<file path="config.mk">
export PLATFORM = sky130hd
export DESIGN_NAME = dfs_path_search_top
export DESIGN_NICKNAME = d
export VERILOG_FILES = /design/src/rtl/core/dfs_pkg.sv /design/src/rtl/core/dfs_ctrl.sv /design/src/rtl/core/dfs_dp.sv /design/src/rtl/core/dfs_path_search_top.sv
export SDC_FILE = /design/constraint.sdc
export NUM_CORES = 1
export LEC_CHECK = 0
export ABC_AREA = 0
export BUFFER_PORTS_ARGS = -buffer_cell sky130_fd_sc_hd__buf_2
export CAP_MARGIN = 20
export CORE_ASPECT_RATIO = 1.1
export CORE_MARGIN = 2
export CORE_UTILIZATION = 65
export DETAILED_ROUTE_END_ITERATION = 6
export GPL_TIMING_DRIVEN = 0
export PLACE_DENSITY = 0.82
export REMOVE_ABC_BUFFERS = 1
export SYNTH_ARGS = -nofsm -noshare
export SYNTH_HDL_FRONTEND = slang
export SYNTH_SLANG_ARGS = --single-unit
</file>
<file path="constraint.sdc">
create_clock -name clk_i -period 7.1 [get_ports clk_i]
set_clock_uncertainty 0.1 [all_clocks]
set_input_delay 0.355 -clock clk_i [delete_from_list [all_inputs] [get_ports clk_i]]
set_output_delay 0.355 -clock clk_i [all_outputs]
set_load 0.02 [all_outputs]
</file>
<file path="src/rtl/core/dfs_pkg.sv">
// ----------------------------------------------------------------------------
// dfs_pkg: shared types and constants for the depth-first path search
// Node and field widths, config register indexes, the controller state
// enum and the command/status bundles between controller and datapath.
// ----------------------------------------------------------------------------
package dfs_pkg;

  // Fixed field widths
  localparam int unsigned NODE_W     = 4;
  localparam int unsigned ROW_W      = 16;
  localparam int unsigned CFG_IDX_W  = 1;
  localparam int unsigned CFG_DATA_W = 4;

  // Default graph size; at most 16 nodes can exist (node fields are 4 bits)
  localparam int unsigned NODES_DEF  = 16;
  localparam int unsigned SLOTS      = 16;

  // Config register indexes
  localparam logic [CFG_IDX_W-1:0] REG_START = 1'b0;
  localparam logic [CFG_IDX_W-1:0] REG_GOAL  = 1'b1;

  // Controller states
  typedef enum logic [2:0] {
    ST_IDLE,
    ST_CHECK,
    ST_POP,
    ST_SCAN,
    ST_WALK,
    ST_EMIT,
    ST_SINGLE
  } dfs_state_e;

  // Controller -> datapath commands
  typedef struct packed {
    logic row_wr;     // store incoming row
    logic init;       // clear search state, push start node
    logic pop;        // pop frontier top, load its candidate children
    logic scan_step;  // generate lowest candidate child
    logic walk_init;  // goal generated: seed path buffer with goal
    logic walk_step;  // follow one parent link
    logic emit_step;  // load next path node into output register
    logic single;     // load the one-result answer into output register
  } dfs_cmd_t;

  // Datapath -> controller status
  typedef struct packed {
    logic bad_node;   // start or goal outside the graph
    logic same_node;  // start equals goal
    logic stack_empty;
    logic cand_empty;
    logic cand_goal;  // lowest candidate is the goal
    logic walk_done;
    logic emit_last;
    logic out_free;   // output register can take a new result
  } dfs_sts_t;

endpackage

</file>
<file path="src/rtl/core/dfs_ctrl.sv">
// ----------------------------------------------------------------------------
// dfs_ctrl: search sequencer
// Loads rows, then steps the datapath through pop, child scan, parent
// walk and path emission.
// ----------------------------------------------------------------------------
module dfs_ctrl (
  input  logic              clk_i,
  input  logic              rst_ni,
  input  logic              in_valid_i,
  input  logic              last_row_i,
  output logic              in_stall_o,
  input  dfs_pkg::dfs_sts_t sts_i,
  output dfs_pkg::dfs_cmd_t cmd_o
);
  import dfs_pkg::*;

  dfs_state_e state_q, state_d;

  // State register
  always_ff @(posedge clk_i or negedge rst_ni) begin
    if (!rst_ni) begin
      state_q <= ST_IDLE;
    end else begin
      state_q <= state_d;
    end
  end

  // Next state
  always_comb begin
    state_d = state_q;
    unique case (state_q)
      ST_IDLE: begin
        if (in_valid_i && last_row_i) state_d = ST_CHECK;
      end
      ST_CHECK: begin
        if (sts_i.bad_node || sts_i.same_node) state_d = ST_SINGLE;
        else                                   state_d = ST_POP;
      end
      ST_POP: begin
        if (sts_i.stack_empty) state_d = ST_SINGLE;
        else                   state_d = ST_SCAN;
      end
      ST_SCAN: begin
        if (sts_i.cand_empty)     state_d = ST_POP;
        else if (sts_i.cand_goal) state_d = ST_WALK;
      end
      ST_WALK: begin
        if (sts_i.walk_done) state_d = ST_EMIT;
      end
      ST_EMIT: begin
        if (sts_i.out_free && sts_i.emit_last) state_d = ST_IDLE;
      end
      ST_SINGLE: begin
        if (sts_i.out_free) state_d = ST_IDLE;
      end
      default: state_d = ST_IDLE;
    endcase
  end

  // Outputs
  always_comb begin
    cmd_o      = '0;
    in_stall_o = 1'b1;
    unique case (state_q)
      ST_IDLE: begin
        in_stall_o    = 1'b0;
        cmd_o.row_wr  = in_valid_i;
      end
      ST_CHECK: begin
        cmd_o.init = !(sts_i.bad_node || sts_i.same_node);
      end
      ST_POP: begin
        cmd_o.pop = !sts_i.stack_empty;
      end
      ST_SCAN: begin
        cmd_o.scan_step = !sts_i.cand_empty;
        cmd_o.walk_init = !sts_i.cand_empty && sts_i.cand_goal;
      end
      ST_WALK: begin
        cmd_o.walk_step = !sts_i.walk_done;
      end
      ST_EMIT: begin
        cmd_o.emit_step = sts_i.out_free;
      end
      ST_SINGLE: begin
        cmd_o.single = sts_i.out_free;
      end
      default: ;
    endcase
  end

endmodule

</file>
<file path="src/rtl/core/dfs_dp.sv">
// ----------------------------------------------------------------------------
// dfs_dp: search datapath
// Adjacency rows, LIFO frontier, explored/in-frontier masks, parent
// links, path buffer, config registers and the result register.
// ----------------------------------------------------------------------------
module dfs_dp #(
  parameter int unsigned NODES = dfs_pkg::NODES_DEF
) (
  input  logic                             clk_i,
  input  logic                             rst_ni,
  // config
  input  logic                             cfg_we_i,
  input  logic [dfs_pkg::CFG_IDX_W-1:0]    cfg_idx_i,
  input  logic [dfs_pkg::CFG_DATA_W-1:0]   cfg_data_i,
  // row payload
  input  logic [dfs_pkg::NODE_W-1:0]       row_index_i,
  input  logic [dfs_pkg::ROW_W-1:0]        row_bits_i,
  // result channel
  output logic                             out_valid_o,
  input  logic                             out_stall_i,
  output logic [dfs_pkg::NODE_W-1:0]       path_node_o,
  output logic                             found_o,
  output logic                             last_node_o,
  // controller link
  input  dfs_pkg::dfs_cmd_t                cmd_i,
  output dfs_pkg::dfs_sts_t                sts_o
);
  import dfs_pkg::*;

  // Nodes that exist, index and counter widths
  localparam int unsigned LIVE = (NODES < SLOTS) ? NODES : SLOTS;
  localparam int unsigned IW   = $clog2(LIVE);
  localparam int unsigned CW   = $clog2(LIVE + 1);
  localparam logic [NODE_W:0] LIVE_V = (NODE_W + 1)'(LIVE);
  localparam logic [LIVE-1:0] ONE_L  = LIVE'(1);

  typedef logic [IW-1:0]   idx_t;
  typedef logic [LIVE-1:0] mask_t;

  // Lowest set bit of a mask
  function automatic idx_t low_bit(input mask_t m);
    idx_t r;
    r = '0;
    for (int i = LIVE - 1; i >= 0; i--) begin
      if (m[i]) r = IW'(i);
    end
    return r;
  endfunction

  // Storage
  mask_t adj_q    [LIVE];
  idx_t  stack_q  [LIVE];
  idx_t  parent_q [LIVE];
  idx_t  path_q   [LIVE];

  logic [NODE_W-1:0] start_q, goal_q;
  logic [CW-1:0]     cnt_q, len_q;
  mask_t             expl_q, inf_q, cand_q;
  idx_t              node_q, wnode_q;
  logic              out_valid_q;
  logic [NODE_W-1:0] out_node_q;
  logic              out_found_q, out_last_q;

  // Pop path
  logic [CW-1:0] cnt_m1;
  idx_t          top_node;
  mask_t         pop_bit, expl_pop, inf_pop, pop_cand;
  // Scan path
  idx_t          j_idx;
  mask_t         j_bit;
  logic          hit_goal;
  // Walk and emit
  logic [CW-1:0] len_m1;
  idx_t          par_node;
  logic          start_ok, goal_ok, single_ok, out_free;

  assign cnt_m1   = cnt_q - CW'(1);
  assign top_node = stack_q[cnt_m1[IW-1:0]];
  assign pop_bit  = ONE_L << top_node;
  assign expl_pop = expl_q | pop_bit;
  assign inf_pop  = inf_q & ~pop_bit;
  assign pop_cand = adj_q[top_node] & ~(expl_pop | inf_pop);

  assign j_idx    = low_bit(cand_q);
  assign j_bit    = ONE_L << j_idx;
  assign hit_goal = (NODE_W'(j_idx) == goal_q);

  assign len_m1   = len_q - CW'(1);
  assign par_node = parent_q[wnode_q];

  assign start_ok  = ({1'b0, start_q} < LIVE_V);
  assign goal_ok   = ({1'b0, goal_q} < LIVE_V);
  assign single_ok = start_ok && goal_ok && (start_q == goal_q);
  assign out_free  = !out_valid_q || !out_stall_i;

  // Status to controller
  always_comb begin
    sts_o             = '0;
    sts_o.bad_node    = !(start_ok && goal_ok);
    sts_o.same_node   = (start_q == goal_q);
    sts_o.stack_empty = (cnt_q == '0);
    sts_o.cand_empty  = (cand_q == '0);
    sts_o.cand_goal   = hit_goal;
    sts_o.walk_done   = (NODE_W'(wnode_q) == start_q) || (len_q == CW'(LIVE));
    sts_o.emit_last   = (len_q == CW'(1));
    sts_o.out_free    = out_free;
  end

  // Config registers
  always_ff @(posedge clk_i or negedge rst_ni) begin
    if (!rst_ni) begin
      start_q <= '0;
      goal_q  <= '0;
    end else if (cfg_we_i) begin
      unique case (cfg_idx_i)
        REG_START: start_q <= cfg_data_i;
        REG_GOAL:  goal_q  <= cfg_data_i;
        default: ;
      endcase
    end
  end

  // Array storage (no reset: read only after being written)
  always_ff @(posedge clk_i) begin
    if (cmd_i.row_wr && ({1'b0, row_index_i} < LIVE_V)) begin
      adj_q[row_index_i[IW-1:0]] <= row_bits_i[LIVE-1:0];
    end
    if (cmd_i.init) begin
      stack_q[0]                    <= start_q[IW-1:0];
      parent_q[start_q[IW-1:0]]     <= start_q[IW-1:0];
    end
    if (cmd_i.scan_step) begin
      parent_q[j_idx] <= node_q;
      if (!hit_goal) stack_q[cnt_q[IW-1:0]] <= j_idx;
    end
    if (cmd_i.walk_init) begin
      path_q[0] <= j_idx;
    end
    if (cmd_i.walk_step) begin
      path_q[len_q[IW-1:0]] <= par_node;
    end
  end

  // Search control state
  always_ff @(posedge clk_i or negedge rst_ni) begin
    if (!rst_ni) begin
      cnt_q   <= '0;
      expl_q  <= '0;
      inf_q   <= '0;
      cand_q  <= '0;
      len_q   <= '0;
      node_q  <= '0;
      wnode_q <= '0;
    end else begin
      if (cmd_i.init) begin
        cnt_q  <= CW'(1);
        expl_q <= '0;
        inf_q  <= ONE_L << start_q[IW-1:0];
        cand_q <= '0;
      end
      if (cmd_i.pop) begin
        cnt_q  <= cnt_m1;
        expl_q <= expl_pop;
        inf_q  <= inf_pop;
        cand_q <= pop_cand;
        node_q <= top_node;
      end
      if (cmd_i.scan_step) begin
        cand_q <= cand_q & ~j_bit;
        if (!hit_goal) begin
          cnt_q <= cnt_q + CW'(1);
          inf_q <= inf_q | j_bit;
        end
      end
      if (cmd_i.walk_init) begin
        len_q   <= CW'(1);
        wnode_q <= j_idx;
      end
      if (cmd_i.walk_step) begin
        len_q   <= len_q + CW'(1);
        wnode_q <= par_node;
      end
      if (cmd_i.emit_step) begin
        len_q <= len_m1;
      end
    end
  end

  // Result register: valid flag
  always_ff @(posedge clk_i or negedge rst_ni) begin
    if (!rst_ni) begin
      out_valid_q <= 1'b0;
    end else if (cmd_i.emit_step || cmd_i.single) begin
      out_valid_q <= 1'b1;
    end else if (!out_stall_i) begin
      out_valid_q <= 1'b0;
    end
  end

  // Result register: payload
  always_ff @(posedge clk_i) begin
    if (cmd_i.emit_step) begin
      out_node_q  <= NODE_W'(path_q[len_m1[IW-1:0]]);
      out_found_q <= 1'b1;
      out_last_q  <= (len_q == CW'(1));
    end else if (cmd_i.single) begin
      out_node_q  <= single_ok ? start_q : '0;
      out_found_q <= single_ok;
      out_last_q  <= 1'b1;
    end
  end

  assign out_valid_o = out_valid_q;
  assign path_node_o = out_node_q;
  assign found_o     = out_found_q;
  assign last_node_o = out_last_q;

  // Checks
  a_cnt_range: assert property (@(posedge clk_i) disable iff (!rst_ni)
    cnt_q <= CW'(LIVE))
    else $error("frontier count above node count");

  a_len_range: assert property (@(posedge clk_i) disable iff (!rst_ni)
    len_q <= CW'(LIVE))
    else $error("path length above node count");

  a_mask_disjoint: assert property (@(posedge clk_i) disable iff (!rst_ni)
    (expl_q & inf_q) == '0)
    else $error("node both explored and in frontier");

  a_load_free: assert property (@(posedge clk_i) disable iff (!rst_ni)
    (cmd_i.emit_step || cmd_i.single) |-> out_free)
    else $error("result loaded over an untaken result");

endmodule

</file>
<file path="src/rtl/core/dfs_path_search_top.sv">
// ----------------------------------------------------------------------------
// dfs_path_search_top: depth-first path search over an adjacency matrix
// Stores matrix rows, searches from start to goal, streams the path.
// ----------------------------------------------------------------------------
// Usage:
//   Write start_node (index 0) and goal_node (index 1) on the cfg port while
//   the block is idle. Send one matrix row per input transfer; rows load at
//   one per cycle. The transfer with last_row set also starts the search,
//   and in_stall_o stays high until the final result has been loaded into
//   the output register.
//   Search steps: the endpoints are checked, then each popped node has its
//   candidate children generated one by one, lowest index first, until none
//   is left or the goal is generated; a pop that finds the frontier empty
//   ends the search. Once the goal is generated, a parent walk collects the
//   path nodes, and then one result is emitted per path node.
//   Results: the path from start to goal, one node per transfer, found=1,
//   last_node on the goal. An unreachable goal, or a start/goal outside the
//   graph, gives one result with path_node=0, found=0. Start equal to goal
//   gives one result carrying the start node with found=1.
//   A stalled receiver holds the output register; emission waits for it.
//   Reset clears the config registers, the search state and the output
//   valid; matrix rows must be rewritten before a search.
// ----------------------------------------------------------------------------
module dfs_path_search_top #(
  parameter int unsigned NODES = dfs_pkg::NODES_DEF
) (
  input  logic                             clk_i,
  input  logic                             rst_ni,
  // config write port
  input  logic                             cfg_we_i,
  input  logic [dfs_pkg::CFG_IDX_W-1:0]    cfg_idx_i,
  input  logic [dfs_pkg::CFG_DATA_W-1:0]   cfg_data_i,
  // row channel
  input  logic                             in_valid_i,
  output logic                             in_stall_o,
  input  logic [dfs_pkg::NODE_W-1:0]       row_index_i,
  input  logic [dfs_pkg::ROW_W-1:0]        row_bits_i,
  input  logic                             last_row_i,
  // result channel
  output logic                             out_valid_o,
  input  logic                             out_stall_i,
  output logic [dfs_pkg::NODE_W-1:0]       path_node_o,
  output logic                             found_o,
  output logic                             last_node_o
);
  import dfs_pkg::*;

  dfs_cmd_t cmd;
  dfs_sts_t sts;

  // Sequencer
  dfs_ctrl u_ctrl (
    .clk_i      (clk_i),
    .rst_ni     (rst_ni),
    .in_valid_i (in_valid_i),
    .last_row_i (last_row_i),
    .in_stall_o (in_stall_o),
    .sts_i      (sts),
    .cmd_o      (cmd)
  );

  // Datapath
  dfs_dp #(
    .NODES (NODES)
  ) u_dp (
    .clk_i       (clk_i),
    .rst_ni      (rst_ni),
    .cfg_we_i    (cfg_we_i),
    .cfg_idx_i   (cfg_idx_i),
    .cfg_data_i  (cfg_data_i),
    .row_index_i (row_index_i),
    .row_bits_i  (row_bits_i),
    .out_valid_o (out_valid_o),
    .out_stall_i (out_stall_i),
    .path_node_o (path_node_o),
    .found_o     (found_o),
    .last_node_o (last_node_o),
    .cmd_i       (cmd),
    .sts_o       (sts)
  );

endmodule
</file>
==> results of run 1 <==
[final timing paths]
check	from	end	slack, ns	depth (start not counted)
worst max-delay path	u_dp.cnt_q[0]	u_dp.cand_q[11]	1.91	12
worst min-delay path	row_bits_i[14]	u_dp.adj_q[6][14]	0.05	1
worst max register to register	u_dp.cnt_q[0]	u_dp.cand_q[11]	1.91	12
worst min register to register	u_dp.expl_q[13]	u_dp.expl_q[13]	0.38	2
max in group asynchronous	rst_ni	u_dp.cand_q[11]	6.22	3
min in group asynchronous	rst_ni	u_dp.len_q[2]	0.08	2
[area by class of cell]
cell class | count | area (um^2)
Clock inverter | 31 | 364
Tap cell | 432 | 541
Sequential cell | 520 | 15200
Timing Repair Buffer | 79 | 855
Inverter | 11 | 41.3
Multi-Input combinational cell | 934 | 6490
Clock buffer | 61 | 1360
Fill cell | 1934 | 8500
[cell usage in the layout, fill, tap and decap left out, types with 29 or more instances in the layout]
cell type / synthesis / routed
edfxtp_1: 441 / 441
nand2_1: 249 / 249
dfrtp_1: 78 / 78
nor2_1: 89 / 76
mux4_2: 56 / 56
a21oi_1: 54 / 53
o21ai_0: 56 / 53
nand3_1: 51 / 51
clkbuf_16: 0 / 51
nor3_1: 46 / 42
mux2i_1: 40 / 40
buf_2: 32 / 37
a31oi_1: 30 / 30
mux2_2: 29 / 29
[flip-flops by register name, summed over array words and instances (netlist names), 5 cells and up]
name	flops
u_dp.expl_q	16
u_dp.parent_q	64
u_dp.len_q	5
u_dp.inf_q	16
u_dp.cnt_q	5
u_dp.stack_q	64
u_dp.adj_q	244
u_dp.cand_q	16
u_dp.path_q	64
[routing by layer]
layer	up-vias	global-route usage	part of all wire
met3	179	0.0490	0.092
li1	6076	-	-
met5	-	0	0
met2	902	0.526	0.51
met1	7008	0.390	0.36
met4	0	0.146	0.046
[synthesized netlist by cell type (all sizes together), types with 4 or more instances]
master,n
nand3,51
nand2b,14
xnor2,9
nor4b,5
o2111ai,6
a21oi,55
a31oi,30
mux2,32
o211ai,13
o32ai,6
a221oi,6
mux2i,45
a311oi,6
nor4,20
o22ai,7
clkbuf,31
o21ai,69
inv,11
xor2,5
mux4,56
nand2,251
or4,8
and3,14
nor2,95
a32oi,18
or3,5
o221ai,8
nand4,4
nor3,51
buf,55
a211oi,4
edfxtp,441
dfrtp,78
ha,6
[logic make-up after synthesis]
kind of cell               Yosys count  share of synthesized area
buffers and inverters               97                     0.0223
AOI/OAI and AO/OA                  251                     0.0741
muxes                              133                     0.0960
and+or+nand+nor                    530                      0.110
DFF                                520                      0.687
adders and majority gates            6                    0.00339
xor gates and xnor gates            14                    0.00723
[metrics by stage]
| stage | cells | utilization | setup TNS, ns | setup slack [ns] |
|---|---|---|---|---|
| CTS | 2067 | 0.744 | 0 | 2.00 |
| global route | 2068 | 0.745 | 0 | 1.75 |
| detailed placement | 1969 | 0.691 | 0 | 1.95 |
| global placement | 1935 | 0.672 | -16.90 | -1.07 |
| finish | 2068 | 0.745 | 0 | 1.91 |
| floorplan | 1465 | - | 0 | 1.77 |
[repair_timing]
item,4_1_cts,5_1_grt
hold endpoints to repair,87,0
resized for setup,0,0
hold buffers,6,0
==> flow_results.xml, run 1 <==
<?xml version="1.0" encoding="UTF-8"?>
<metrics>
  <group name="yosys">
    <metric name="synth_seq_cells" unit="">520</metric>
    <metric name="gate_count_after_technology_mapping" unit="">1551</metric>
    <metric name="ys_seq_area_frac" unit="">0.687</metric>
    <metric name="syn-cell-area" unit="mm^2">0.0221</metric>
    <metric name="synth_largest_type_area_fraction" unit="">0.598</metric>
    <metric name="yosys.area.top_type" unit="">edfxtp_1</metric>
    <metric name="synth_edf_count" unit="">441</metric>
    <metric name="post_synth_num_cell_types" unit="">82</metric>
    <metric name="synth_ff_type" unit="">edfxtp_1</metric>
    <metric name="synth.avg_cell_area" unit="um^2">14.3</metric>
    <metric name="asyncSetResetFlopFracSynth" unit="">0.150</metric>
    <metric name="yosysWarningCount" unit="">0</metric>
    <metric name="synth_area_leaders" unit="">edfxtp_1, dfrtp_1, mux4_2</metric>
  </group>
  <group name="cts">
    <metric name="numCtsBuffers" unit="">50</metric>
    <metric name="cts_sinks" unit="">520</metric>
    <metric name="ctsLongestPathBuffers" unit="">3</metric>
    <metric name="htree_num_levels" unit="">2</metric>
    <metric name="clkLatencyLatePin" unit="ns">0.57</metric>
    <metric name="clock-root-buffer" unit="">clkbuf_16</metric>
    <metric name="post-cts-setup-buffers" unit="">0</metric>
    <metric name="clkTransAtPathRegs" unit="ns">0.06</metric>
    <metric name="cts_tree" unit="">built</metric>
  </group>
  <group name="drt">
    <metric name="detail_route.wirelength" unit="um">54000</metric>
    <metric name="drcViolationCount" unit="">0</metric>
    <metric name="first_pass_iters" unit="">6</metric>
    <metric name="via_count" unit="">14200</metric>
    <metric name="vias_per_cell" unit="">6.85</metric>
    <metric name="detail-route-antenna-nets" unit="">0</metric>
    <metric name="dr.first_iter.drc_count" unit="">1935</metric>
    <metric name="final_routed_wire_length_divided_by_cell_count" unit="um">26.1</metric>
  </group>
  <group name="worst_setup_path">
    <metric name="cp_data_arrival_time" unit="ns">5.53</metric>
    <metric name="worst_path_max_delay_cell" unit="">ha_1</metric>
    <metric name="critPathMaxStageDelay" unit="ns">0.84</metric>
    <metric name="critical_path.max_fanout" unit="">23</metric>
    <metric name="crit_chain" unit="">buf_16 -&gt; inv_1 -&gt; ha_1 -&gt; mux4_2 -&gt; mux2i_1 -&gt; mux2i_4 -&gt; buf_12 -&gt; nor2_2 -&gt; nand2_1 -&gt; o221ai_1 -&gt; a211o_1 -&gt; nand3_1</metric>
    <metric name="path_delay_family" unit="">multiplexers</metric>
    <metric name="timing_worst_setup_path_type" unit="">flip-flop to flip-flop</metric>
    <metric name="startpoint_type" unit="">flip-flop</metric>
    <metric name="worstSetupEndpointType" unit="">flip-flop</metric>
    <metric name="critPathBufInv" unit="">3</metric>
    <metric name="worst-endpoint-required" unit="ns">7.45</metric>
  </group>
  <group name="placed_design">
    <metric name="hpwlAfterDp" unit="um">34300</metric>
    <metric name="io_buffer_count" unit="">38</metric>
    <metric name="place.gp.congestion" unit="">0.964</metric>
    <metric name="placed_cell_area" unit="mm^2">0.0231</metric>
  </group>
  <group name="timing">
    <metric name="worst_slew_pin_slew" unit="ns">1.22</metric>
    <metric name="worst_hold_slack" unit="ns">0.0486</metric>
    <metric name="max-slew-margin-rel" unit="">0.181</metric>
    <metric name="timing.final.max_slew_violations" unit="">0</metric>
    <metric name="fmax" unit="MHz">193</metric>
    <metric name="report.final.setup_viol" unit="">0</metric>
    <metric name="final_min_period_over_clock_period" unit="">0.730</metric>
    <metric name="hold_viol" unit="">0</metric>
    <metric name="final.min_clock_period" unit="ns">5.19</metric>
    <metric name="unrepaired_setup_endpoints_after_global_routing" unit="">false</metric>
  </group>
  <group name="global_routing">
    <metric name="grt_first_pass_wirelength" unit="um">82300</metric>
    <metric name="globalRoute.totalOverflow" unit="">0</metric>
    <metric name="grt_start_max_net_pins" unit="">69</metric>
    <metric name="grt_antenna_before_repair" unit="">0</metric>
    <metric name="grt_util_all_layers" unit="">0.308</metric>
    <metric name="grt_pass1_vias" unit="">14100</metric>
  </group>
  <group name="layout">
    <metric name="post_route_cells_drive_above_1_share" unit="">0.179</metric>
    <metric name="num-nets-final" unit="">1633</metric>
    <metric name="layout_cell_area_excl_fill" unit="mm^2">0.0249</metric>
    <metric name="area_growth_syn_to_layout" unit="%">12.4</metric>
    <metric name="antenna-diode-count" unit="">0</metric>
  </group>
  <group name="floorplan">
    <metric name="die_boundary_width" unit="um">180</metric>
    <metric name="io_pins" unit="">39</metric>
    <metric name="effective_utilization_at_floorplan" unit="">0.663</metric>
    <metric name="design.die.area" unit="mm^2">0.0356</metric>
    <metric name="die_height" unit="um">198</metric>
    <metric name="design.core.area" unit="mm^2">0.0334</metric>
    <metric name="rows" unit="">70</metric>
  </group>
  <group name="flow_run">
    <metric name="maxCapViolations" unit="">0</metric>
  </group>
  <group name="worst_hold_path">
    <metric name="timing.hold.worst.class" unit="">input pin to flip-flop</metric>
  </group>
  <group name="outcome">
    <metric name="outcome" unit="">completed</metric>
  </group>
</metrics>
Power of run 1 is left out: the tool's default activity adds up to more than one toggle a clock period on the data nets, which glitch-free logic cannot reach.
==> run 2, diff against run 1 <==
CORE_UTILIZATION = 56   (was 65)
PLACE_DENSITY = 0.75   (was 0.82)
clock period = 4.6 ns   (was 7.1 ns; I/O delays follow)
==> run 2 against run 1 <==
Net effect: clock-buffer cell count decreased by 1; first-iteration DRC count decreased by 24%; fmax increased by 17%; sequential cell count unchanged; critical path depth unchanged; wire length increased by 0.32%; worst hold slack improved by 0.0035 ns; critical path type unchanged.
==> flow_results.xml, run 2 (synthesis results as in run 1) <==
<?xml version="1.0" encoding="UTF-8"?>
<metrics>
  <group name="layout">
    <metric name="area_growth_syn_to_layout" unit="%">14.5</metric>
    <metric name="post_route_cells_drive_above_1_share" unit="">0.178</metric>
    <metric name="layout.cells.most_common" unit="">edfxtp_1</metric>
    <metric name="layout.cells.most_common_list" unit="">edfxtp_1, nand2_1, dfrtp_1</metric>
    <metric name="layoutNonFillerInstCount" unit="">2171</metric>
    <metric name="largest_reg_flops" unit="">244</metric>
    <metric name="num-nets-final" unit="">1659</metric>
    <metric name="filler_cell_count" unit="">2694</metric>
  </group>
  <group name="timing">
    <metric name="final.min_clock_period" unit="ns">4.43</metric>
    <metric name="max-slew-margin-rel" unit="">0.277</metric>
    <metric name="worst_slew_pin_slew" unit="ns">1.08</metric>
    <metric name="fmax" unit="MHz">226</metric>
    <metric name="setup-tns-final" unit="ns">0</metric>
    <metric name="report.final.setup_viol" unit="">0</metric>
    <metric name="final_min_period_over_clock_period" unit="">0.963</metric>
    <metric name="hold_viol" unit="">0</metric>
    <metric name="unrepaired_setup_endpoints_after_global_routing" unit="">false</metric>
    <metric name="timing.final.max_slew_violations" unit="">0</metric>
  </group>
  <group name="floorplan">
    <metric name="design.core.area" unit="mm^2">0.0391</metric>
    <metric name="io_pins" unit="">39</metric>
    <metric name="design.die.area" unit="mm^2">0.0411</metric>
    <metric name="rows" unit="">76</metric>
    <metric name="die_boundary_width" unit="um">194</metric>
    <metric name="die_height" unit="um">213</metric>
    <metric name="effective_utilization_at_floorplan" unit="">0.566</metric>
  </group>
  <group name="worst_setup_path">
    <metric name="worst-endpoint-required" unit="ns">4.96</metric>
    <metric name="worstRegToRegCells" unit="">12</metric>
    <metric name="setup.worst_path.start" unit="">u_dp.cnt_q[1]</metric>
    <metric name="cp_data_arrival_time" unit="ns">4.79</metric>
    <metric name="startpoint_type" unit="">flip-flop</metric>
    <metric name="critical_path.max_fanout" unit="">19</metric>
    <metric name="timing_worst_setup_path_type" unit="">flip-flop to flip-flop</metric>
    <metric name="regToRegStartpoint" unit="">u_dp.cnt_q[1]</metric>
    <metric name="cp-endpoint" unit="">u_dp.cand_q[10]</metric>
    <metric name="minimum_setup_slack_among_reg_to_reg_paths" unit="ns">0.17</metric>
    <metric name="crit-reg2reg-capture" unit="">u_dp.cand_q[10]</metric>
    <metric name="worstSetupEndpointType" unit="">flip-flop</metric>
  </group>
  <group name="cts">
    <metric name="clkLatencyLatePin" unit="ns">0.60</metric>
    <metric name="clkTransAtPathRegs" unit="ns">0.06</metric>
    <metric name="ctsLongestPathBuffers" unit="">3</metric>
    <metric name="numCtsBuffers" unit="">51</metric>
    <metric name="cts_tree" unit="">built</metric>
    <metric name="post-cts-setup-buffers" unit="">0</metric>
    <metric name="clock-root-buffer" unit="">clkbuf_16</metric>
    <metric name="cts_sinks" unit="">520</metric>
    <metric name="htree_num_levels" unit="">2</metric>
  </group>
  <group name="worst_hold_path">
    <metric name="timing.hold.worst.class" unit="">input pin to flip-flop</metric>
    <metric name="worst_hold_path.num_cells" unit="">2</metric>
    <metric name="min_delay_src" unit="">row_index_i[2]</metric>
  </group>
  <group name="global_routing">
    <metric name="grt_util_all_layers" unit="">0.269</metric>
    <metric name="grt_start_max_net_pins" unit="">69</metric>
    <metric name="grt_first_pass_wirelength" unit="um">83400</metric>
    <metric name="grt_antenna_before_repair" unit="">0</metric>
    <metric name="grt_pass1_vias" unit="">14100</metric>
    <metric name="globalRoute.totalOverflow" unit="">0</metric>
  </group>
  <group name="drt">
    <metric name="detail-route-antenna-nets" unit="">0</metric>
    <metric name="final_routed_wire_length_divided_by_cell_count" unit="um">25.0</metric>
    <metric name="dr.first_iter.drc_count" unit="">1479</metric>
    <metric name="via_count" unit="">13900</metric>
    <metric name="first_pass_iters" unit="">6</metric>
    <metric name="vias_per_cell" unit="">6.39</metric>
    <metric name="drcViolationCount" unit="">0</metric>
    <metric name="detail_route.wirelength" unit="um">54200</metric>
  </group>
  <group name="flow_run">
    <metric name="maxCapViolations" unit="">0</metric>
  </group>
  <group name="outcome">
    <metric name="outcome" unit="">completed</metric>
  </group>
  <group name="placed_design">
    <metric name="hpwlAfterDp" unit="um">34900</metric>
    <metric name="place.gp.congestion" unit="">0.973</metric>
    <metric name="io_buffer_count" unit="">38</metric>
    <metric name="placedCellCount" unit="">2043</metric>
  </group>
</metrics>
-- run 2: cell types whose count changed in the layout (fill, tap and decap cells not counted), moves of 3 or more --
cell	before	now
buf_16	9	17
buf_8	11	6
clkbuf_8	5	0
clkinv_2	12	15
dlygate4sd3_1	6	28
-- run 2: timing repair --
item | in CTS | in global routing
hold endpoints to repair | 332 | 0
endpoints found under the setup margin | 42 | 63
hold buffers | 28 | 0
gates resized for setup | 5 | 4
-- run 2: through the flow --
step | hold WS (ns) | area, um^2 | worst slack [ns] | utilization
after CTS | 0.00865 | 25300 | 0.0695 | 0.647
after global routing | 0.0269 | 25400 | 0.0379 | 0.649
final | 0.0521 | 25400 | 0.169 | 0.649
after detailed placement | -0.00996 | 23300 | -0.676 | 0.595
after global placement | 0.361 | 22500 | -3.68 | 0.576
after floorplan | -0.166 | 21700 | -0.732 | -
-- run 2: area by class of cell --
type	instances	area, um^2	area share
antenna	1	2.50	0.0000987
clock buffer	60	1350	0.0533
clock inverter	34	365	0.0144
inverter	11	41.3	0.00163
multi-input combinational	934	6540	0.258
sequential	520	15200	0.600
tap	507	634	0.0250
timing repair buffer	104	1210	0.0477
-- run 2: worst max-delay path, stage by stage (launching register included) --
cell and delay [ns]:
dfrtp_1 0.67, inv_1 0.23, ha_1 0.33, xor2_4 0.43, mux2i_1 0.52, mux2i_4 0.34, buf_16 0.26, buf_16 0.17
nor2_4 0.46, nand2_1 0.23, o221ai_1 0.28, a211o_1 0.15, nand3_1 0.09
-- run 2: worst min path at each step --
stage | slack, ns | endpoint
after floorplan | -0.17 | u_ctrl.state_q[0]
after global placement | 0.36 | u_dp.expl_q[4]
after detailed placement | -0.01 | u_dp.len_q[2]
after CTS | 0.009 | u_dp.adj_q[3][12]
after global routing | 0.03 | u_dp.adj_q[3][12]
final | 0.05 | u_dp.adj_q[3][12]
-- run 2: per-layer routing --
metal | vias to the layer above | GRT usage | routed length, um
li1 | 6119 | - | -
met1 | 6880 | 0.344 | 20500
met2 | 729 | 0.448 | 26600
met3 | 152 | 0.0574 | 4900
met4 | 0 | 0.118 | 2240
met5 | - | 0 | 0
Power of run 2 is left out for the same reason.
==> run 3, diff against run 2 <==
CORE_UTILIZATION = 55   (was 56)
PLACE_DENSITY = 0.74   (was 0.75)
==> run 3 against run 2 <==
Net effect: the run now ends with setup timing left; global-route usage is 1.0 points lower; final cell count increased by 0.37%; wire length fell by 0.95%; die area grew 1.8%.
==> flow_results.xml, run 3 (synthesis results as in run 1) <==
<?xml version="1.0" encoding="UTF-8"?>
<metrics>
  <group name="timing">
    <metric name="worst_slew_pin_slew" unit="ns">1.13</metric>
    <metric name="final.setup.worst_slack" unit="ns">-0.0605</metric>
    <metric name="unrepaired_setup_endpoints_after_global_routing" unit="">true</metric>
    <metric name="timing.final.max_slew_violations" unit="">0</metric>
    <metric name="final_min_period_over_clock_period" unit="">1.01</metric>
    <metric name="fmax" unit="MHz">215</metric>
    <metric name="hold_viol" unit="">0</metric>
    <metric name="report.final.setup_viol" unit="">8</metric>
    <metric name="final.min_clock_period" unit="ns">4.66</metric>
    <metric name="max-slew-margin-rel" unit="">0.247</metric>
  </group>
  <group name="drt">
    <metric name="first_pass_iters" unit="">6</metric>
    <metric name="via_count" unit="">13900</metric>
    <metric name="dr.first_iter.drc_count" unit="">1450</metric>
    <metric name="detail-route-antenna-nets" unit="">0</metric>
    <metric name="detail_route.wirelength" unit="um">53700</metric>
    <metric name="final_routed_wire_length_divided_by_cell_count" unit="um">24.6</metric>
    <metric name="vias_per_cell" unit="">6.39</metric>
    <metric name="drcViolationCount" unit="">0</metric>
  </group>
  <group name="worst_setup_path">
    <metric name="critPathBufInv" unit="">0</metric>
    <metric name="critical_path.max_fanout" unit="">26</metric>
    <metric name="startpoint_type" unit="">flip-flop</metric>
    <metric name="critPathMaxStageDelay" unit="ns">1.05</metric>
    <metric name="worstSetupEndpointType" unit="">flip-flop</metric>
    <metric name="timing_worst_setup_path_type" unit="">flip-flop to flip-flop</metric>
    <metric name="worst_path_most_repeated_cell" unit="">nand2_1</metric>
    <metric name="worst-endpoint-required" unit="ns">4.70</metric>
    <metric name="cp_data_arrival_time" unit="ns">4.76</metric>
    <metric name="crit_chain" unit="">nor4_1 -&gt; nand2_1 -&gt; nand2_1 -&gt; a221oi_2 -&gt; nand3_1 -&gt; nand2_2 -&gt; nor4b_1</metric>
    <metric name="path_delay_family" unit="">simple AND/OR/NAND/NOR gates</metric>
    <metric name="worst_path_max_delay_cell" unit="">nor4b_1</metric>
  </group>
  <group name="floorplan">
    <metric name="die_height" unit="um">214</metric>
    <metric name="io_pins" unit="">39</metric>
    <metric name="effective_utilization_at_floorplan" unit="">0.554</metric>
    <metric name="design.core.area" unit="mm^2">0.0400</metric>
    <metric name="die_boundary_width" unit="um">195</metric>
    <metric name="design.die.area" unit="mm^2">0.0419</metric>
    <metric name="rows" unit="">77</metric>
  </group>
  <group name="flow_run">
    <metric name="maxCapViolations" unit="">0</metric>
  </group>
  <group name="cts">
    <metric name="clkTransAtPathRegs" unit="ns">0.06</metric>
    <metric name="htree_num_levels" unit="">2</metric>
    <metric name="numCtsBuffers" unit="">51</metric>
    <metric name="post-cts-setup-buffers" unit="">0</metric>
    <metric name="cts_tree" unit="">built</metric>
    <metric name="clock-root-buffer" unit="">clkbuf_16</metric>
    <metric name="clkLatencyLatePin" unit="ns">0.58</metric>
    <metric name="cts_sinks" unit="">520</metric>
    <metric name="ctsLongestPathBuffers" unit="">3</metric>
  </group>
  <group name="layout">
    <metric name="largest_reg_flops" unit="">244</metric>
    <metric name="layout.cells.most_common_list" unit="">edfxtp_1, nand2_1, dfrtp_1</metric>
    <metric name="post_route_cells_drive_above_1_share" unit="">0.180</metric>
    <metric name="layout_cell_area_excl_fill" unit="mm^2">0.0254</metric>
    <metric name="layout.cells.most_common" unit="">edfxtp_1</metric>
    <metric name="num-nets-final" unit="">1663</metric>
    <metric name="area_growth_syn_to_layout" unit="%">14.9</metric>
    <metric name="antenna-diode-count" unit="">0</metric>
  </group>
  <group name="placed_design">
    <metric name="placed_cell_area" unit="mm^2">0.0233</metric>
    <metric name="hpwlAfterDp" unit="um">34900</metric>
    <metric name="io_buffer_count" unit="">38</metric>
    <metric name="place.gp.congestion" unit="">0.963</metric>
  </group>
  <group name="global_routing">
    <metric name="grt_start_max_net_pins" unit="">52</metric>
    <metric name="grt_util_all_layers" unit="">0.259</metric>
    <metric name="grt_antenna_before_repair" unit="">0</metric>
    <metric name="grt_pass1_vias" unit="">13700</metric>
    <metric name="grt_first_pass_wirelength" unit="um">81800</metric>
    <metric name="globalRoute.totalOverflow" unit="">0</metric>
  </group>
  <group name="outcome">
    <metric name="failed_checks" unit="">setup timing</metric>
    <metric name="outcome" unit="">finished with violations</metric>
  </group>
  <group name="worst_hold_path">
    <metric name="timing.hold.worst.class" unit="">input pin to async pin</metric>
  </group>
</metrics>
run 3: changes by cell type in the layout (fill, tap and decap cells not counted), moves of 3 or more:
cell	change
bufinv_16	+5
buf_8	+8
buf_16	-5
clkinv_2	-5
clkinv_1	-5
clkbuf_1	+3
run 3: per-layer routing:
layer / wire length (um) / vias up / share of wire / global-route usage
li1: - / 6136 / - / -
met1: 20300 / 7004 / 0.38 / 0.338
met2: 27400 / 681 / 0.51 / 0.442
met3: 4310 / 104 / 0.080 / 0.0433
met4: 1680 / 0 / 0.031 / 0.0916
met5: 0 / - / 0 / 0
run 3: worst paths after layout:
path / end / start / cells past startpoint / slack, ns
setup / recovery: u_dp.stack_q[9][1] / u_dp.cand_q[0] / 7 / -0.06
hold / removal: u_dp.len_q[1] / rst_ni / 2 / 0.08
setup reg to reg: u_dp.stack_q[9][1] / u_dp.cand_q[0] / 7 / -0.06
hold reg to reg: u_dp.expl_q[4] / u_dp.expl_q[4] / 2 / 0.38
max in group asynchronous: u_dp.cand_q[14] / rst_ni / 3 / 3.69
min in group clk_i: u_dp.start_q[2] / cfg_we_i / 3 / 0.09
run 3: repair_timing:
item | CTS | global route
hold buffers | 29 | 0
hold endpoints to repair | 335 | 0
pin swaps | 0 | 0
endpoints found under the setup margin | 44 | 36
gates resized for setup | 4 | 4
run 3: metrics by stage:
stage	worst slack, ns	TNS [ns]	utilization	instances	hold WS (ns)
3_5_place_dp	-0.599	-9.87	0.582	2055	0.148
6_report	-0.0605	-0.273	0.636	2179	0.0848
4_1_cts	0.0835	0	0.635	2177	0.0642
5_1_grt	-0.210	-2.99	0.636	2179	0.0954
3_3_place_gp	-3.85	-154.61	0.563	2016	0.362
2_1_floorplan	-0.732	-15.68	-	1465	-0.166
run 3: cell type report:
class / count / area (um^2)
clock inverter: 32 / 500
tap: 513 / 642
sequential: 520 / 15200
inverter: 11 / 41.3
fill: 2746 / 14600
clock buffer: 61 / 1310
timing repair buffer: 108 / 1190
multi-input combinational: 934 / 6530
Power of run 3 is left out for the same reason.
